===== src/rtl/dbd_pkg.sv =====
`timescale 1ns / 1ps
// ----------------------------------------------------------------------------
// dbd_pkg
// Shared types, constants and the tag classifier of the block deframer.
// ----------------------------------------------------------------------------
package dbd_pkg;

  localparam int MAX_AREA_BYTES = 256;
  localparam int MAX_BLOCKS     = 64;

  localparam logic [8:0] MAX_AREA = 9'(MAX_AREA_BYTES);
  localparam logic [6:0] MAX_BLK  = 7'(MAX_BLOCKS);

  // configuration register indexes
  localparam logic [3:0] CFG_AREA_LENGTH = 4'd0;
  localparam logic [3:0] CFG_BLOCK_LIMIT = 4'd1;

  localparam logic [8:0] AREA_LENGTH_RST = 9'd256;
  localparam logic [6:0] BLOCK_LIMIT_RST = 7'd64;

  // tags
  localparam logic [7:0] TAG_PADDING    = 8'd0;
  localparam logic [7:0] TAG_V1_LAST    = 8'd19;
  localparam logic [7:0] TAG_TILED_V1   = 8'd18;
  localparam logic [7:0] TAG_V2_FIRST   = 8'd32;
  localparam logic [7:0] TAG_V2_LAST    = 8'd41;
  localparam logic [7:0] TAG_TILED_V2   = 8'd40;
  localparam logic [7:0] TAG_VENDOR_V1  = 8'd127;
  localparam logic [7:0] TAG_VENDOR_V2  = 8'd126;
  localparam logic [7:0] TAG_CTA        = 8'd129;
  localparam logic [8:0] TILED_MIN_SIZE = 9'd25;
  localparam logic [8:0] HEADER_BYTES   = 9'd3;

  // classes
  localparam logic [5:0] CLASS_VENDOR_V1 = 6'd21;
  localparam logic [5:0] CLASS_VENDOR_V2 = 6'd32;
  localparam logic [5:0] CLASS_CTA       = 6'd33;
  localparam logic [5:0] CLASS_OTHER     = 6'd34;

  // result queue
  localparam int FIFO_DEPTH = 8;
  localparam int FIFO_PTR_W = $clog2(FIFO_DEPTH);
  localparam int FIFO_CNT_W = $clog2(FIFO_DEPTH + 1);
  localparam int MAX_PUSH   = 3;

  typedef enum logic [1:0] {
    PH_TAG,
    PH_REV,
    PH_SIZE,
    PH_PAYLOAD
  } phase_e;

  typedef struct packed {
    logic [7:0] out_byte;
    logic [5:0] block_number;
    logic [7:0] offset_in_block;
    logic [5:0] block_class;
    logic       block_end;
    logic [8:0] stored_total;
  } result_t;

  typedef struct packed {
    logic [1:0]            count;
    result_t [MAX_PUSH-1:0] item;
  } push_t;

  typedef struct packed {
    logic                  room;
    logic [FIFO_CNT_W-1:0] count;
  } fifo_stat_t;

  function automatic logic [5:0] tag_class(input logic [7:0] tag, input logic [8:0] total);
    logic [5:0] c;
    c = CLASS_OTHER;
    if (tag <= TAG_V1_LAST) begin
      if (tag == TAG_TILED_V1 && total < TILED_MIN_SIZE) c = CLASS_OTHER;
      else c = 6'(tag + 8'd1);
    end else if (tag >= TAG_V2_FIRST && tag <= TAG_V2_LAST) begin
      if (tag == TAG_TILED_V2 && total < TILED_MIN_SIZE) c = CLASS_OTHER;
      else c = 6'(tag - 8'd10);
    end else if (tag == TAG_VENDOR_V1) begin
      c = CLASS_VENDOR_V1;
    end else if (tag == TAG_VENDOR_V2) begin
      c = CLASS_VENDOR_V2;
    end else if (tag == TAG_CTA) begin
      c = CLASS_CTA;
    end
    return c;
  endfunction

endpackage


===== src/rtl/dbd_in_if.sv =====
`timescale 1ns / 1ps
// ----------------------------------------------------------------------------
// dbd_in_if
// Input byte channel: one area byte and the start-of-area flag per item.
// ----------------------------------------------------------------------------
interface dbd_in_if;
  logic       valid;
  logic       ready;
  logic [7:0] data_byte;
  logic       start_of_area;

  modport source(output valid, data_byte, start_of_area, input ready);
  modport sink(input valid, data_byte, start_of_area, output ready);
endinterface


===== src/rtl/dbd_out_if.sv =====
`timescale 1ns / 1ps
// ----------------------------------------------------------------------------
// dbd_out_if
// Result channel: one block byte with its block position and totals.
// ----------------------------------------------------------------------------
interface dbd_out_if;
  logic       valid;
  logic       ready;
  logic [7:0] out_byte;
  logic [5:0] block_number;
  logic [7:0] offset_in_block;
  logic [5:0] block_class;
  logic       block_end;
  logic [8:0] stored_total;

  modport source(output valid, out_byte, block_number, offset_in_block, block_class,
                 block_end, stored_total, input ready);
  modport sink(input valid, out_byte, block_number, offset_in_block, block_class,
               block_end, stored_total, output ready);
endinterface


===== src/rtl/dbd_cfg_if.sv =====
`timescale 1ns / 1ps
// ----------------------------------------------------------------------------
// dbd_cfg_if
// Configuration write channel: register index and write data.
// ----------------------------------------------------------------------------
interface dbd_cfg_if;
  logic       valid;
  logic       ready;
  logic [3:0] index;
  logic [8:0] data;

  modport source(output valid, index, data, input ready);
  modport sink(input valid, index, data, output ready);
endinterface


===== src/rtl/dbd_parser.sv =====
`timescale 1ns / 1ps
// ----------------------------------------------------------------------------
// dbd_parser
// Input register, configuration registers and the single-pass header /
// payload parser that turns one byte into zero, one or three results.
// ----------------------------------------------------------------------------
module dbd_parser import dbd_pkg::*; (
  input  logic      clk_i,
  input  logic      rst_ni,
  dbd_cfg_if.sink   cfg,
  dbd_in_if.sink    in,
  input  logic      room_i,
  output push_t     push_o
);

  logic [8:0] area_length_q;
  logic [6:0] block_limit_q;

  logic       s1_valid_q;
  logic [7:0] s1_byte_q;
  logic       s1_start_q;
  logic       advance;

  logic [8:0] pos_q, pos_d, eff_pos;
  phase_e     phase_q, phase_d, eff_phase;
  logic [7:0] tag_q, tag_d, eff_tag;
  logic [7:0] rev_q, rev_d, eff_rev;
  logic [7:0] left_q, left_d, eff_left;
  logic [5:0] class_q, class_d, eff_class;
  logic [7:0] off_q, off_d, eff_off;
  logic [6:0] blocks_q, blocks_d, eff_blocks;
  logic [8:0] bytes_q, bytes_d, eff_bytes;

  logic [8:0] area, left9, total, bytes_new;
  logic [6:0] lim;
  logic [7:0] size;
  logic [5:0] cls_new;
  logic [1:0] push_cnt;
  result_t [MAX_PUSH-1:0] items;

  assign cfg.ready = 1'b1;
  assign advance   = s1_valid_q && room_i;
  assign in.ready  = !s1_valid_q || room_i;

  always_ff @(posedge clk_i or negedge rst_ni) begin
    if (!rst_ni) begin
      area_length_q <= AREA_LENGTH_RST;
      block_limit_q <= BLOCK_LIMIT_RST;
    end else if (cfg.valid) begin
      if (cfg.index == CFG_AREA_LENGTH) area_length_q <= cfg.data;
      else if (cfg.index == CFG_BLOCK_LIMIT) block_limit_q <= cfg.data[6:0];
    end
  end

  always_ff @(posedge clk_i or negedge rst_ni) begin
    if (!rst_ni) begin
      s1_valid_q <= 1'b0;
    end else if (in.ready) begin
      s1_valid_q <= in.valid;
    end
  end

  always_ff @(posedge clk_i) begin
    if (in.ready && in.valid) begin
      s1_byte_q  <= in.data_byte;
      s1_start_q <= in.start_of_area;
    end
  end

  always_comb begin
    // start of area clears the parser before the byte is taken
    eff_pos    = s1_start_q ? '0 : pos_q;
    eff_phase  = s1_start_q ? PH_TAG : phase_q;
    eff_tag    = s1_start_q ? '0 : tag_q;
    eff_rev    = s1_start_q ? '0 : rev_q;
    eff_left   = s1_start_q ? '0 : left_q;
    eff_class  = s1_start_q ? CLASS_OTHER : class_q;
    eff_off    = s1_start_q ? '0 : off_q;
    eff_blocks = s1_start_q ? '0 : blocks_q;
    eff_bytes  = s1_start_q ? '0 : bytes_q;

    area      = (area_length_q > MAX_AREA) ? MAX_AREA : area_length_q;
    lim       = (block_limit_q > MAX_BLK) ? MAX_BLK : block_limit_q;
    left9     = area - eff_pos - 9'd1;
    size      = ({1'b0, s1_byte_q} > left9) ? left9[7:0] : s1_byte_q;
    total     = {1'b0, size} + HEADER_BYTES;
    cls_new   = tag_class(eff_tag, total);
    bytes_new = eff_bytes + total;

    pos_d    = (eff_pos < MAX_AREA) ? eff_pos + 9'd1 : eff_pos;
    phase_d  = eff_phase;
    tag_d    = eff_tag;
    rev_d    = eff_rev;
    left_d   = eff_left;
    class_d  = eff_class;
    off_d    = eff_off;
    blocks_d = eff_blocks;
    bytes_d  = eff_bytes;
    push_cnt = 2'd0;
    items    = '0;

    if (eff_pos < area) begin
      unique case (eff_phase)
        PH_TAG: begin
          if (eff_blocks < lim) begin
            tag_d   = s1_byte_q;
            phase_d = PH_REV;
          end
        end
        PH_REV: begin
          rev_d   = s1_byte_q;
          phase_d = PH_SIZE;
        end
        PH_SIZE: begin
          phase_d = PH_TAG;
          // zero-size padding blocks and blocks over the limit are dropped
          if (!(eff_tag == TAG_PADDING && size == 8'd0) && eff_blocks < lim) begin
            class_d  = cls_new;
            bytes_d  = bytes_new;
            blocks_d = eff_blocks + 7'd1;
            left_d   = size;
            off_d    = 8'd3;
            phase_d  = (size != 8'd0) ? PH_PAYLOAD : PH_TAG;
            push_cnt = 2'd3;
            items[0] = '{out_byte: eff_tag, block_number: eff_blocks[5:0],
                         offset_in_block: 8'd0, block_class: cls_new,
                         block_end: 1'b0, stored_total: bytes_new};
            items[1] = '{out_byte: eff_rev, block_number: eff_blocks[5:0],
                         offset_in_block: 8'd1, block_class: cls_new,
                         block_end: 1'b0, stored_total: bytes_new};
            items[2] = '{out_byte: size, block_number: eff_blocks[5:0],
                         offset_in_block: 8'd2, block_class: cls_new,
                         block_end: (size == 8'd0), stored_total: bytes_new};
          end
        end
        PH_PAYLOAD: begin
          if (eff_left == 8'd0 || eff_blocks == 7'd0) begin
            phase_d = PH_TAG;
          end else begin
            push_cnt = 2'd1;
            items[0] = '{out_byte: s1_byte_q, block_number: 6'(eff_blocks - 7'd1),
                         offset_in_block: eff_off, block_class: eff_class,
                         block_end: (eff_left == 8'd1), stored_total: eff_bytes};
            left_d   = eff_left - 8'd1;
            off_d    = eff_off + 8'd1;
            if (eff_left == 8'd1) phase_d = PH_TAG;
          end
        end
      endcase
    end

    push_o.count = advance ? push_cnt : 2'd0;
    push_o.item  = items;
  end

  always_ff @(posedge clk_i or negedge rst_ni) begin
    if (!rst_ni) begin
      pos_q    <= '0;
      phase_q  <= PH_TAG;
      tag_q    <= '0;
      rev_q    <= '0;
      left_q   <= '0;
      class_q  <= CLASS_OTHER;
      off_q    <= '0;
      blocks_q <= '0;
      bytes_q  <= '0;
    end else if (advance) begin
      pos_q    <= pos_d;
      phase_q  <= phase_d;
      tag_q    <= tag_d;
      rev_q    <= rev_d;
      left_q   <= left_d;
      class_q  <= class_d;
      off_q    <= off_d;
      blocks_q <= blocks_d;
      bytes_q  <= bytes_d;
    end
  end

endmodule


===== src/rtl/dbd_result_fifo.sv =====
`timescale 1ns / 1ps
// ----------------------------------------------------------------------------
// dbd_result_fifo
// Result queue: takes up to three results per cycle, hands out one per cycle while out.ready is high.
// ----------------------------------------------------------------------------
module dbd_result_fifo import dbd_pkg::*; (
  input  logic       clk_i,
  input  logic       rst_ni,
  input  push_t      push_i,
  output fifo_stat_t stat_o,
  dbd_out_if.source  out
);

  result_t [FIFO_DEPTH-1:0] mem_q;
  logic [FIFO_PTR_W-1:0]    wr_ptr_q, rd_ptr_q;
  logic [FIFO_CNT_W-1:0]    count_q, count_d;
  logic                     pop;
  result_t                  head;

  assign head      = mem_q[rd_ptr_q];
  assign out.valid = (count_q != '0);
  assign pop       = out.valid && out.ready;

  assign out.out_byte        = head.out_byte;
  assign out.block_number    = head.block_number;
  assign out.offset_in_block = head.offset_in_block;
  assign out.block_class     = head.block_class;
  assign out.block_end       = head.block_end;
  assign out.stored_total    = head.stored_total;

  // room for a full header burst, regardless of this cycle's pop
  assign stat_o.room  = (count_q <= FIFO_CNT_W'(FIFO_DEPTH - MAX_PUSH));
  assign stat_o.count = count_q;

  assign count_d = count_q + FIFO_CNT_W'(push_i.count) - FIFO_CNT_W'(pop);

  always_ff @(posedge clk_i) begin
    for (int k = 0; k < MAX_PUSH; k++) begin
      if (2'(k) < push_i.count) begin
        mem_q[wr_ptr_q + FIFO_PTR_W'(k)] <= push_i.item[k];
      end
    end
  end

  always_ff @(posedge clk_i or negedge rst_ni) begin
    if (!rst_ni) begin
      wr_ptr_q <= '0;
      rd_ptr_q <= '0;
      count_q  <= '0;
    end else begin
      wr_ptr_q <= wr_ptr_q + FIFO_PTR_W'(push_i.count);
      rd_ptr_q <= rd_ptr_q + FIFO_PTR_W'(pop);
      count_q  <= count_d;
    end
  end

endmodule


===== src/rtl/displayid_block_deframer.sv =====
`timescale 1ns / 1ps
// Path: an accepted byte waits in the input register while the queue lacks room.
// Throughput: one byte per cycle while the queue holds at most five results;
//   a size byte yields three results, which an 8-entry result queue drains
//   at one per cycle while out_o is ready.
// Reset: rst_ni asynchronous, active low; clears parser and queue, sets
//   area_length to 256 and block_limit to 64. No clearing pass.
// ----------------------------------------------------------------------------
// displayid_block_deframer
// DisplayID data-block deframer: header/payload parse with a result queue.
// ----------------------------------------------------------------------------
module displayid_block_deframer import dbd_pkg::*; (
  input  logic      clk_i,
  input  logic      rst_ni,
  dbd_cfg_if.sink   cfg_i,
  dbd_in_if.sink    in_i,
  dbd_out_if.source out_o
);

  push_t      push;
  fifo_stat_t stat;

  dbd_parser u_parser (
    .clk_i  (clk_i),
    .rst_ni (rst_ni),
    .cfg    (cfg_i),
    .in     (in_i),
    .room_i (stat.room),
    .push_o (push)
  );

  dbd_result_fifo u_fifo (
    .clk_i  (clk_i),
    .rst_ni (rst_ni),
    .push_i (push),
    .stat_o (stat),
    .out    (out_o)
  );

`ifndef SYNTHESIS
  a_count_bound: assert property (@(posedge clk_i) disable iff (!rst_ni)
    stat.count <= FIFO_CNT_W'(FIFO_DEPTH))
    else $error("result queue overflow");

  a_push_room: assert property (@(posedge clk_i) disable iff (!rst_ni)
    (push.count != 2'd0) |-> stat.room)
    else $error("push without room");

  a_push_visible: assert property (@(posedge clk_i) disable iff (!rst_ni)
    (push.count != 2'd0) |=> out_o.valid)
    else $error("pushed result not visible");
`endif

endmodule


===== src/flat_wrapper.sv =====
// flat-port wrapper written by rule: the top's interface ports become plain ports
module displayid_block_deframer_flat import dbd_pkg::*;
  (clk_i, rst_ni, cfg_i_valid, cfg_i_index, cfg_i_data, cfg_i_ready, in_i_valid, in_i_data_byte, in_i_start_of_area, in_i_ready, out_o_valid, out_o_out_byte, out_o_block_number, out_o_offset_in_block, out_o_block_class, out_o_block_end, out_o_stored_total, out_o_ready);
  dbd_cfg_if cfg_i_i ();
  dbd_in_if in_i_i ();
  dbd_out_if out_o_i ();
  input  logic clk_i;
  input  logic rst_ni;
  input wire logic [$bits(cfg_i_i.valid)-1:0] cfg_i_valid;
  input wire logic [$bits(cfg_i_i.index)-1:0] cfg_i_index;
  input wire logic [$bits(cfg_i_i.data)-1:0] cfg_i_data;
  output wire logic [$bits(cfg_i_i.ready)-1:0] cfg_i_ready;
  input wire logic [$bits(in_i_i.valid)-1:0] in_i_valid;
  input wire logic [$bits(in_i_i.data_byte)-1:0] in_i_data_byte;
  input wire logic [$bits(in_i_i.start_of_area)-1:0] in_i_start_of_area;
  output wire logic [$bits(in_i_i.ready)-1:0] in_i_ready;
  output wire logic [$bits(out_o_i.valid)-1:0] out_o_valid;
  output wire logic [$bits(out_o_i.out_byte)-1:0] out_o_out_byte;
  output wire logic [$bits(out_o_i.block_number)-1:0] out_o_block_number;
  output wire logic [$bits(out_o_i.offset_in_block)-1:0] out_o_offset_in_block;
  output wire logic [$bits(out_o_i.block_class)-1:0] out_o_block_class;
  output wire logic [$bits(out_o_i.block_end)-1:0] out_o_block_end;
  output wire logic [$bits(out_o_i.stored_total)-1:0] out_o_stored_total;
  input wire logic [$bits(out_o_i.ready)-1:0] out_o_ready;
  assign cfg_i_i.valid = cfg_i_valid;
  assign cfg_i_i.index = cfg_i_index;
  assign cfg_i_i.data = cfg_i_data;
  assign cfg_i_ready = cfg_i_i.ready;
  assign in_i_i.valid = in_i_valid;
  assign in_i_i.data_byte = in_i_data_byte;
  assign in_i_i.start_of_area = in_i_start_of_area;
  assign in_i_ready = in_i_i.ready;
  assign out_o_valid = out_o_i.valid;
  assign out_o_out_byte = out_o_i.out_byte;
  assign out_o_block_number = out_o_i.block_number;
  assign out_o_offset_in_block = out_o_i.offset_in_block;
  assign out_o_block_class = out_o_i.block_class;
  assign out_o_block_end = out_o_i.block_end;
  assign out_o_stored_total = out_o_i.stored_total;
  assign out_o_i.ready = out_o_ready;
  displayid_block_deframer u_core (.clk_i(clk_i), .rst_ni(rst_ni), .cfg_i(cfg_i_i), .in_i(in_i_i), .out_o(out_o_i));
endmodule

===== config.mk =====
export PLATFORM = sky130hd
export DESIGN_NAME = displayid_block_deframer_flat
export DESIGN_NICKNAME = d
export VERILOG_FILES = /design/src/rtl/dbd_pkg.sv /design/src/rtl/dbd_in_if.sv /design/src/rtl/dbd_out_if.sv /design/src/rtl/dbd_cfg_if.sv /design/src/rtl/dbd_parser.sv /design/src/rtl/dbd_result_fifo.sv /design/src/rtl/displayid_block_deframer.sv /design/src/flat_wrapper.sv
export SDC_FILE = /design/constraint.sdc
export NUM_CORES = 1
export LEC_CHECK = 0
export BUFFER_PORTS_ARGS = -buffer_cell sky130_fd_sc_hd__buf_4
export CAP_MARGIN = 20
export CORE_ASPECT_RATIO = 2
export CORE_MARGIN = 2
export CORE_UTILIZATION = 30
export DETAILED_ROUTE_END_ITERATION = 6
export MAX_ROUTING_LAYER = met4
export PLACE_DENSITY = 0.46
export SYNTH_ARGS = -nofsm -noshare
export SYNTH_HDL_FRONTEND = slang
export SYNTH_HIERARCHICAL = 1
export SYNTH_SLANG_ARGS = --single-unit

===== constraint.sdc =====
create_clock -name clk_i -period 17.3 [get_ports clk_i]
set_clock_uncertainty 0.05 [all_clocks]
set_input_delay 2.595 -clock clk_i [delete_from_list [all_inputs] [get_ports clk_i]]
set_output_delay 2.595 -clock clk_i [all_outputs]
set_load 0.02 [all_outputs]

* After elaboration in Yosys (flattened, before gate mapping)
Index checks and enable logic that the tools add are counted.
** Word-level totals
- Register bits :: 405
- Output and inout bits :: 41
- Input port bits :: 27
** Operators by class
- Eq/ne operators :: 10
- $lt $le $gt $ge :: 21
- Reduce and logical (&&, ||, !) cells :: 25
- Muxes and demuxes :: 73
- Add/sub/neg operators :: 17
- Bitwise logic cells :: 1
** Operator list (number)
- $bwmux 304 :: 3
- $mux 304 :: 3
- $demux 38 s3 :: 3
- $mux 114 :: 2
- $mux 38 :: 5
- $mux 8 :: 16
- $bmux 38 s3 :: 1
- $mux 76 :: 1
- $pmux 38 s2 :: 1
- $mux 9 :: 7
- $mux 6 :: 9
- $mux 7 :: 5
- $pmux 8 s2 :: 2
- $logic_not 8->1 :: 3
- $mux 2 :: 12
- $eq 8x7->1 const B :: 2
- $lt 3x4->1 const B :: 4
- $logic_and 1x1->1 :: 11
- $add 8x2->9 const B :: 1
- $add 9x1->9 const B :: 1
- $add 9x9->9 :: 1
- $ge 3x1->1 const B :: 3
- $gt 8x9->1 :: 1
- $gt 9x9->1 const B :: 1
- other kinds (45) :: 49

* Depth between registers and ports, before layout
Gate-level depths: netlist (run 1).
- Word-level depth :: 21
- Depth in mapped cells :: 39

* Hierarchy
The synthesis (run 1) kept the hierarchy.
** By module, submodules not included
- dbd_result_fifo :: instances 1, cells each 2089, seq. area each 6336.1 um^2, area each 17908.4 um^2
- dbd_parser :: instances 1, cells each 992, seq. area each 2327.2 um^2, area each 8122.8 um^2

* Worst setup path before layout (run 1)
OpenSTA, ideal clock, no wires.
- Kind :: register to register
- From :: reg u_core.u_parser.s1_start_q
- To :: reg u_core/u_fifo/mem_q[122] (netlist name)
- Data required time :: 17.123 ns
- Data arrival time :: 7.602 ns
- Setup time :: 0.127 ns
- Setup slack :: 9.521 ns
- Clock period less this slack :: 7.779 ns
- Cell stages (with the launch flop) :: 38
- Path through :: edfxtp_1 -> clkbuf_1 -> clkbuf_1 -> buf_1 -> clkbuf_1 -> clkbuf_1 -> nor2b_1 -> fa_1 -> nand2b_1 -> a21oi_1 -> xor2_2 -> inv_2 -> ha_1 -> and4_1 -> nand3_1 -> o311ai_1 -> a21oi_4 -> buf_2 -> [2 not listed] -> clkbuf_1 -> nor2b_1 -> nand2_1 -> xnor2_1 -> nor2_1 -> a31oi_1 -> ha_1 -> inv_1 -> o21bai_1 -> a21oi_1 -> o21ai_0 -> xnor2_1 -> xnor2_1 -> o21ai_0 -> and2_1 -> and2_1 -> a221oi_1 -> o21ai_0
** RTL lines
- from (decl) :: line dbd_parser.sv:21 : logic s1_start_q;
- from (signal assigned) :: line dbd_parser.sv:66 : s1_start_q <= in.start_of_area;
- to (signal, indexed assignment) :: line dbd_result_fifo.sv:40 : mem_q[wr_ptr_q + FIFO_PTR_W'(k)] <= push_i.item[k];
- to (decl) :: line dbd_result_fifo.sv:14 : result_t [FIFO_DEPTH-1:0] mem_q;

==> results, run 1 <==
- In this run the tool buffered the top-level ports with 66 buffer cells.
- The fraction of layout cells with a size suffix above 1 is ~15%.
- Synthesis instantiated just under 100 different standard cells from the library.
- The root buffer cell chosen for the clock tree is clkbuf_16.
- The routed wirelength normalized by instance count is 30.6 um.
- The synthesized design spends more area on one cell type than any other, namely dfxtp_1.
- The core region is 86000 um^2.
- The total number of clock tree sinks is roughly 400.
- The count of nets left with antenna violations once routing finished came out at 0.
- For this configuration, the core starts out at a cell density of between 30 and 40%.
- The slew at the pin closest to its max-slew limit is ~1.2 ns.
- The minimum setup slack among reg-to-reg paths is approximately 7.7 ns.
- CTS built an H-tree with a depth of 2.
- On the worst path, the slowest cell contributes a delay of 0.81 ns.
- The register area is 8680 um^2.
- The run finished with clean final reports.
- The global-route met2 utilization is between 40 and 50%.
- The layer flagged by global routing as most heavily used is met2.
- The overall die height is 421 um.
- The maximum achievable frequency is 0.104 GHz.
- In the global route stage, met3 resource usage came out at under 10%.
- The finished layout holds 4096 standard cells, fillers aside.
- The combined area of all synthesized cells is approximately 26000 um^2.
- Setup repair after global routing left no endpoint under its margin.
- The proportion of register bits with asynchronous set or reset after synthesis is between 20% and 30%.
- Max-cap violations in this run came to 0.
- The arrival time reported for the critical path endpoint is about 10 ns.
- Fill cells in the final layout number roughly 8.9k.
- The final number of hold-violating endpoints is 0.
- The number of storage elements in the synthesis netlist is 405.
- The via count is about 26k.
- The global-route track usage on met1 is between 20 and 30%.
- The count of routing violations after the opening detailed-route iteration is 2873.
- The number of buffers added to fix hold violations after cts is 0.
- IR analysis of the VDD net gives a maximum drop of a little over 0.09 mV.
- Subtracting the final worst setup slack from the clock period gives 9.57 ns.
- The number of synthesized flops with an enable pin is 9.
- The category of the critical setup timing path is flip-flop to flip-flop.
- The area fraction of the dominant cell type after synthesis is a little under a quarter.
- The cell area after placement is approximately 27000 um^2.
- The remaining max-slew budget at the tightest pin is 19.4%.
- The portion of the post-synthesis area used by sequential elements is roughly 33%.
- The area growth from synthesis to layout is 9.59%.
- The via count of the first global-routing pass is around 27k.
- The number of antenna violations at the first check in global routing is 4.
- The final number of max-transition violations was 0.
- At the worst endpoint, the required time is 17.73 ns.
- The number of placed instances, taps included, is 4011.
- The clock reaches the later pin of the worst-skew pair after 0.62 ns.
- Entering global routing, the biggest net connects 77 pins.
- Pin placement for this block handled 68 I/O pins.
- By area the synthesized netlist is led by dfxtp_1 23%, o21ai_0 11%, a221oi_1 8.9%.
- Setup violations remaining at the end of the flow were counted as 0.
- Summed over all failing endpoints, the final setup total negative slack is 0 ns.
- The final cell area excluding filler cells is roughly 29000 um^2.
- The ratio of routed vias to standard cells is about 6.4.
- Yosys printed 6 warnings.
- The width of the chip is 212 um.
- The TritonCTS clock tree is built.
- Once the clock tree was built, the resizer swapped 0 gates to a different size.
- Hold is met by 0.447 ns.
- Global routing consumed, over all layers together, 28.7% of the routing resources.
- The worst setup path is launched from a flip-flop.
- The synthesized area per cell is 8.45 um^2.
- Wires add up to around 130000 um.
- The worst-case clock buffer depth is 3.
- The total congestion overflow is 0.
- The final critical path takes up between 50 and 60% of the cycle.
- Summing all multi-input logic gate instances after layout gives 15700 um^2.
- The number of search-and-repair iterations in the first detailed-routing pass is 6.
- After clock tree synthesis, the clock-pin slew on the worst setup and hold paths is ~0.06 ns.
- The type of the most critical hold path is flip-flop to flip-flop.
- In this run the worst path has a maximum fanout of 50.
- The final weighted congestion of routability-driven global placement is ~0.94.
- Once the clock tree was built, the setup fixing pass inserted 0 buffers.
- The net count of the finished layout is roughly 3k.
- For this run, design rule violations remaining after detail routing come to 0.
- The HPWL after detailed placement is ~78000 um.
- The die covers ~89000 um^2.
- Among all flip-flop cells after synthesis, the most frequent one is dfxtp_1.
- The reported leakage power is around 11 nW.
- In this run the power density over the cells is 125 nW/um^2.
- The global-route wire length before repair is 183000 um.
- The floorplan has ~150 rows.
- The total clock buffers created by CTS is 43.
- The type of destination of the critical path is a flip-flop.
- For this design, the slowest cell found on the critical path is edfxtp_1.
- The synthesized instance count is 3081.
## registers in the layout, summed over array words and instances (netlist names)
name,cells
u_core/u_parser/block_limit_q,7
u_core/u_parser/phase_q,2
u_core/u_parser/rev_q,8
u_core/u_parser/left_q,8
u_core/u_fifo/mem_q,304
u_core/u_parser/area_length_q,9
u_core/u_parser/s1_byte_q,8
u_core/u_parser/blocks_q,7
u_core/u_parser/s1_valid_q,1
u_core/u_parser/off_q,8
u_core/u_fifo/count_q,4
u_core/u_parser/bytes_q,9
u_core/u_parser/pos_q,9
u_core/u_parser/class_q,6
u_core/u_fifo/rd_ptr_q,3
u_core/u_parser/s1_start_q,1
u_core/u_parser/tag_q,8
u_core/u_fifo/wr_ptr_q,3
## cells in the final DEF (no fill, tap or decap), types with 64 or more instances in the layout
master,synthesis,routed
a221oi_1,265,265
buf_4,62,125
dfrtp_1,88,84
dfxtp_1,304,304
ha_1,64,64
mux4_2,76,76
nand2_1,394,392
nor2_1,114,106
nor2b_1,70,70
o21ai_0,551,551
o21ai_1,114,114
## per-layer routing
layer | wire [um] | share of wire [%]
met1 | 40900 | 33
met3 | 9130 | 7.3
met4 | 12400 | 9.9
met5 | 0 | 0
met2 | 62800 | 50
## power breakdown
group	internal (mW)	switching (mW)	total, mW
clock network	0.586	0.441	1.03
registers	1.03	0.159	1.19
logic	0.467	0.875	1.34
## cells by family (layout without fill, tap and decap cells)
group                    count (synthesis)  in the layout  share of synthesized area, %
multiplexers                           144            144                          9.45
adder cells (fa/ha/maj)                 68             68                          3.38
other                                    2             17                        0.0288
flip-flops                             405            405                          33.3
XOR/XNOR                                43             43                          1.64
AO/OA/AOI/OAI                         1179           1179                          30.2
AND/OR/NAND/NOR                        811            811                          14.4
buffers and inverters                  429            274                          7.58
## cells in the mapped netlist, types with 14 or more instances
library cell,count
o21ai_0,551
buf_2,63
mux2i_1,14
nor2_1,114
xnor2_1,29
nor2b_1,70
clkbuf_1,201
a22oi_1,22
nand3_1,37
nand2b_1,16
a21oi_1,54
nor3_1,30
dfrtp_1,88
ha_1,64
a22o_1,27
inv_1,61
buf_1,26
mux2_2,54
dfxtp_1,304
a221oi_1,265
and2_1,52
nand2_1,394
and3_1,42
buf_4,62
o21ai_1,114
a221oi_2,40
mux4_2,76
## per-stage QoR
stage,setup WS (ns),power [mW],utilization [%]
floorplan,9.52,2.06,-
global placement,8.04,2.52,31.3
detailed placement,7.79,2.53,31.4
CTS,7.75,3.56,33.1
global route,7.06,3.70,33.2
finish,7.73,3.55,33.2
## worst max-delay path: cells and delay by family, from the launching register on
family | cells | cell delay [ns]
flops | 1 | 0.81
simple gates | 9 | 2.42
buf+inv | 5 | 1.63
compound gates | 11 | 3.23
fa+ha+maj | 3 | 1.17
## path summary, 6_finish.rpt
kind | depth (start not counted) | to | start
worst max-delay path | 28 | u_core/u_fifo/mem_q[171] | u_core/u_parser/s1_start_q
max in group asynchronous | 2 | u_core/u_parser/rev_q[0] | rst_ni
worst max register to register | 28 | u_core/u_fifo/mem_q[171] | u_core/u_parser/s1_start_q
worst min-delay path | 1 | u_core/u_parser/rev_q[0] | u_core/u_parser/rev_q[0]
worst min register to register | 1 | u_core/u_parser/rev_q[0] | u_core/u_parser/rev_q[0]
min in group asynchronous | 1 | u_core/u_fifo/rd_ptr_q[0] | rst_ni
## cell type report
| class | count | area share (%) |
|---|---|---|
| clock inverter | 14 | 0.561 |
| timing repair buffer | 127 | 3.43 |
| tap | 1155 | 5.07 |
| sequential | 405 | 30.4 |
| antenna | 1 | 0.00877 |
| multi-input combinational | 2261 | 54.9 |
| inverter | 68 | 0.903 |
| clock buffer | 65 | 4.74 |
(Power assumes the default switching activity.)
==> run 2, diff against run 1 <==
--- a/config.mk
+++ b/config.mk
@@ -12,7 +12,7 @@
 export CORE_UTILIZATION = 30
 export DETAILED_ROUTE_END_ITERATION = 6
 export MAX_ROUTING_LAYER = met4
-export PLACE_DENSITY = 0.46
+export PLACE_DENSITY = 0.48
 export SYNTH_ARGS = -nofsm -noshare
 export SYNTH_HDL_FRONTEND = slang
 export SYNTH_HIERARCHICAL = 1
==> constraint.sdc (replaced) <==
create_clock -name clk_i -period 8 [get_ports clk_i]
set_clock_uncertainty 0.05 [all_clocks]
set_input_delay 1.2 -clock clk_i [delete_from_list [all_inputs] [get_ports clk_i]]
set_output_delay 1.2 -clock clk_i [all_outputs]
set_load 0.02 [all_outputs]
==> run 2 against run 1 <==
Critical endpoint is now u_core/u_fifo/mem_q[300]. Sequential power rose by 110%. Total power grew 110%. Sequential share of layout area is 0.27 points lower. Worst hold slack lost 0.025 ns.
==> results, run 2 (synthesized netlist as in run 1, its figures left out) <==
- The maximum net fanout on the critical path is 38 (-24%).
- The number of setup violations in the final report was 0 (unchanged).
- The count of standard-cell rows is 152 (unchanged).
- The final weighted congestion of routability-driven global placement is 0.921 (-1.7%).
- The via count of the first global-routing pass was 26.0k (-3.7%).
- The total clock buffers created by CTS is 43 (unchanged).
- The multi-input gate area in the final layout came to 15700 um^2 (+0.17%).
- Setup repair after global routing left no endpoint under its margin.
- The total congestion overflow is 0 (unchanged).
- The register with the most flip-flops in the final layout is u_core/u_fifo/mem_q.
- TritonCTS built the clock tree.
- The final-stage net count is 3042 (+1.4%).
- The arrival time reported for the critical path endpoint is 8.06 ns (-1.94 ns).
- The category of the critical setup timing path is flip-flop to flip-flop.
- The clock latency on the worst-skew pair is 0.61 ns (about the same).
- The worst-case clock buffer depth came to 3 (unchanged).
- From synthesis to final layout, the design area changed by 10.6%.
- The total number of clock tree sinks is 405 (unchanged).
- The register area is 8680 um^2 (unchanged).
- The count of routing violations after the opening detailed-route iteration is 2546 (-11%).
- The overall die height is 421 um (unchanged).
- The depth of the CTS H-tree came to 2 (unchanged).
- The number of antenna violations at the first check in global routing is 2 (-2).
- The clock transition at the registers of the reported paths is 0.06 ns (about the same).
- The pin count of the biggest net entering global routing is 77 (unchanged).
- The number of search-and-repair iterations in the first detailed-routing pass was 6 (unchanged).
- The origin of the worst min-delay path is u_core/u_parser/off_q[3].
- The reported leakage power is 10.8 nW (+1.4%).
- The total wirelength of the detailed-routed design is 128000 um (+2.1%).
- The core box area is 86000 um^2 (unchanged).
- The global-route wire length before repair is 184000 um (+0.75%).
- The post-layout utilization of the core came to 33.5% (+0.30 points).
- The total power of the final layout is 7.52 mW (+110%).
- The worst setup path is launched from a flip-flop.
- The via count is 26.3k (+0.74%).
- The number of buffers added to fix hold violations after cts is 0 (unchanged).
- The post-detailed-route DRC marker count was 0 (unchanged).
- In this run the worst hold path is classified as flip-flop to flip-flop.
- The number of buffers added for setup after CTS is 0 (unchanged).
- The maximum ir drop on the vdd rail is 0.198 mV (+110%).
- The port buffer count is 66 (unchanged).
- The final number of hold-violating endpoints came to 0 (unchanged).
- The fraction of layout cells with a size suffix above 1 is 16.5% (+1.5 points).
- The initial cell density of the core is 30.3% (unchanged).
- The width of the chip was 212 um (unchanged).
- The number of maximum-capacitance violations is 0 (unchanged).
- The total of fill cells in the finished design is 9108 (+2.1%).
- Leaving out fill and tap cells, the most frequent cell in the layout is o21ai_0.
- The critical path's slowest cell is or3_2.
- The ratio of routed vias to standard cells is 6.37 (-0.21%).
- The flow ran to the end, and the final reports show no timing, DRC or antenna violations.
- The remaining max-slew budget at the tightest pin is 14.9% (-4.5 points).
- The biggest cell delay along the critical path is 1.05 ns (+0.24 ns).
- The total power density per cell area is 261 nW/um^2 (+110%).
- The critical path starts at u_core/u_parser/area_length_q[8].
- The global routing usage summed across all routing layers came to 29.1% (+0.42 points).
- The half-perimeter wire length of the detailed placement result is 81500 um (+5.0%).
- In the layout the commonest cells are 550 x o21ai_0, 390 x nand2_1, 304 x dfxtp_1.
- The floorplan die area is 89300 um^2 (unchanged).
- The final number of max-transition violations is 0 (unchanged).
- The type of destination of the critical path is a flip-flop.
- The flip-flop count of the largest register after layout came to 304 (unchanged).
- The total negative slack was 0 ns (unchanged).
- The maximum achievable frequency is 0.132 GHz (+26%).
- The post-layout minimum cycle time is 7.60 ns (-1.97 ns).
- The root buffer cell is clkbuf_16.
- The worst endpoint required time came to 8.46 ns (-9.27 ns).
- The dominant cell type by count on the critical path is nand2_1.
- The routed wirelength normalized by instance count came to 30.9 um (+1.2%).
- The startpoint identified for the worst register-to-register timing path is u_core/u_parser/area_length_q[8].
- The number of I/O pins was 68 (unchanged).
- The post-detailed-route count of antenna-violating nets is 0 (unchanged).
- The slew at the pin closest to its max-slew limit is 1.28 ns (+0.0718 ns).
- The final cycle utilization of the critical path is 95.1% (+40 points).
run 2: report_power, final:
group | internal (mW) | total, mW | switching (mW)
registers | 2.22 | 2.53 | 0.307
logic | 1.07 | 2.95 | 1.88
clock network | 1.10 | 2.04 | 0.942
total | 4.39 | 7.52 | 3.13
run 2: area by class of cell:
type / instances / share of cell area (%)
inverters: 68 / 0.908
clock buffers: 67 / 4.44
diodes: 2 / 0.0174
flip-flops and latches: 405 / 30.1
well taps: 1155 / 5.02
clock inverters: 9 / 0.235
repair buffers: 168 / 4.76
multi-input cells: 2261 / 54.5
run 2: critical path: cells and delay by family (launching register included):
family,cells,cell delay [ns]
adders and majority gates,3,1.09
AOI/OAI and AO/OA,9,2.13
and+or+nand+nor,10,2.83
DFF,1,0.55
buffers and inverters,6,0.81
run 2: routing by layer:
layer  vias up  GRT usage [%]  wire length [um]  part of all wire (%)
met4         0           23.6             12600                   9.9
li1      11100              -                 -                     -
met5         -              -                 0                     0
met3       604           3.65              8480                   6.6
met2      1529           49.1             62500                    49
met1     13100           30.4             44300                    35
run 2: path summary, 6_finish.rpt:
check                      cells after the start  slack [ns]                         end
setup / recovery                              28        0.40    u_core/u_fifo/mem_q[300]
hold / removal                                 2        0.42    u_core/u_parser/off_q[3]
setup reg to reg                              28        0.40    u_core/u_fifo/mem_q[300]
hold reg to reg                                2        0.42    u_core/u_parser/off_q[3]
max in group asynchronous                      2        6.09   u_core/u_fifo/wr_ptr_q[0]
min in group asynchronous                      1        0.46  u_core/u_parser/s1_valid_q
run 2: metrics by stage:
stage / hold slack, ns / worst slack (ns) / area, um^2 / std cells
4_1_cts: 0.428 / 0.0150 / 28700 / 4130
3_3_place_gp: 0.405 / -0.207 / 27400 / 4054
6_report: 0.421 / 0.396 / 28800 / 4135
2_1_floorplan: 0.392 / 0.221 / 26100 / 3095
5_1_grt: 0.450 / 0.00723 / 28800 / 4134
3_5_place_dp: 0.414 / -0.0892 / 27400 / 4054
run 2: what timing repair did:
action,CTS,global route
gates resized for setup,1,11
pin swaps,0,1
setup endpoints to repair,8,301
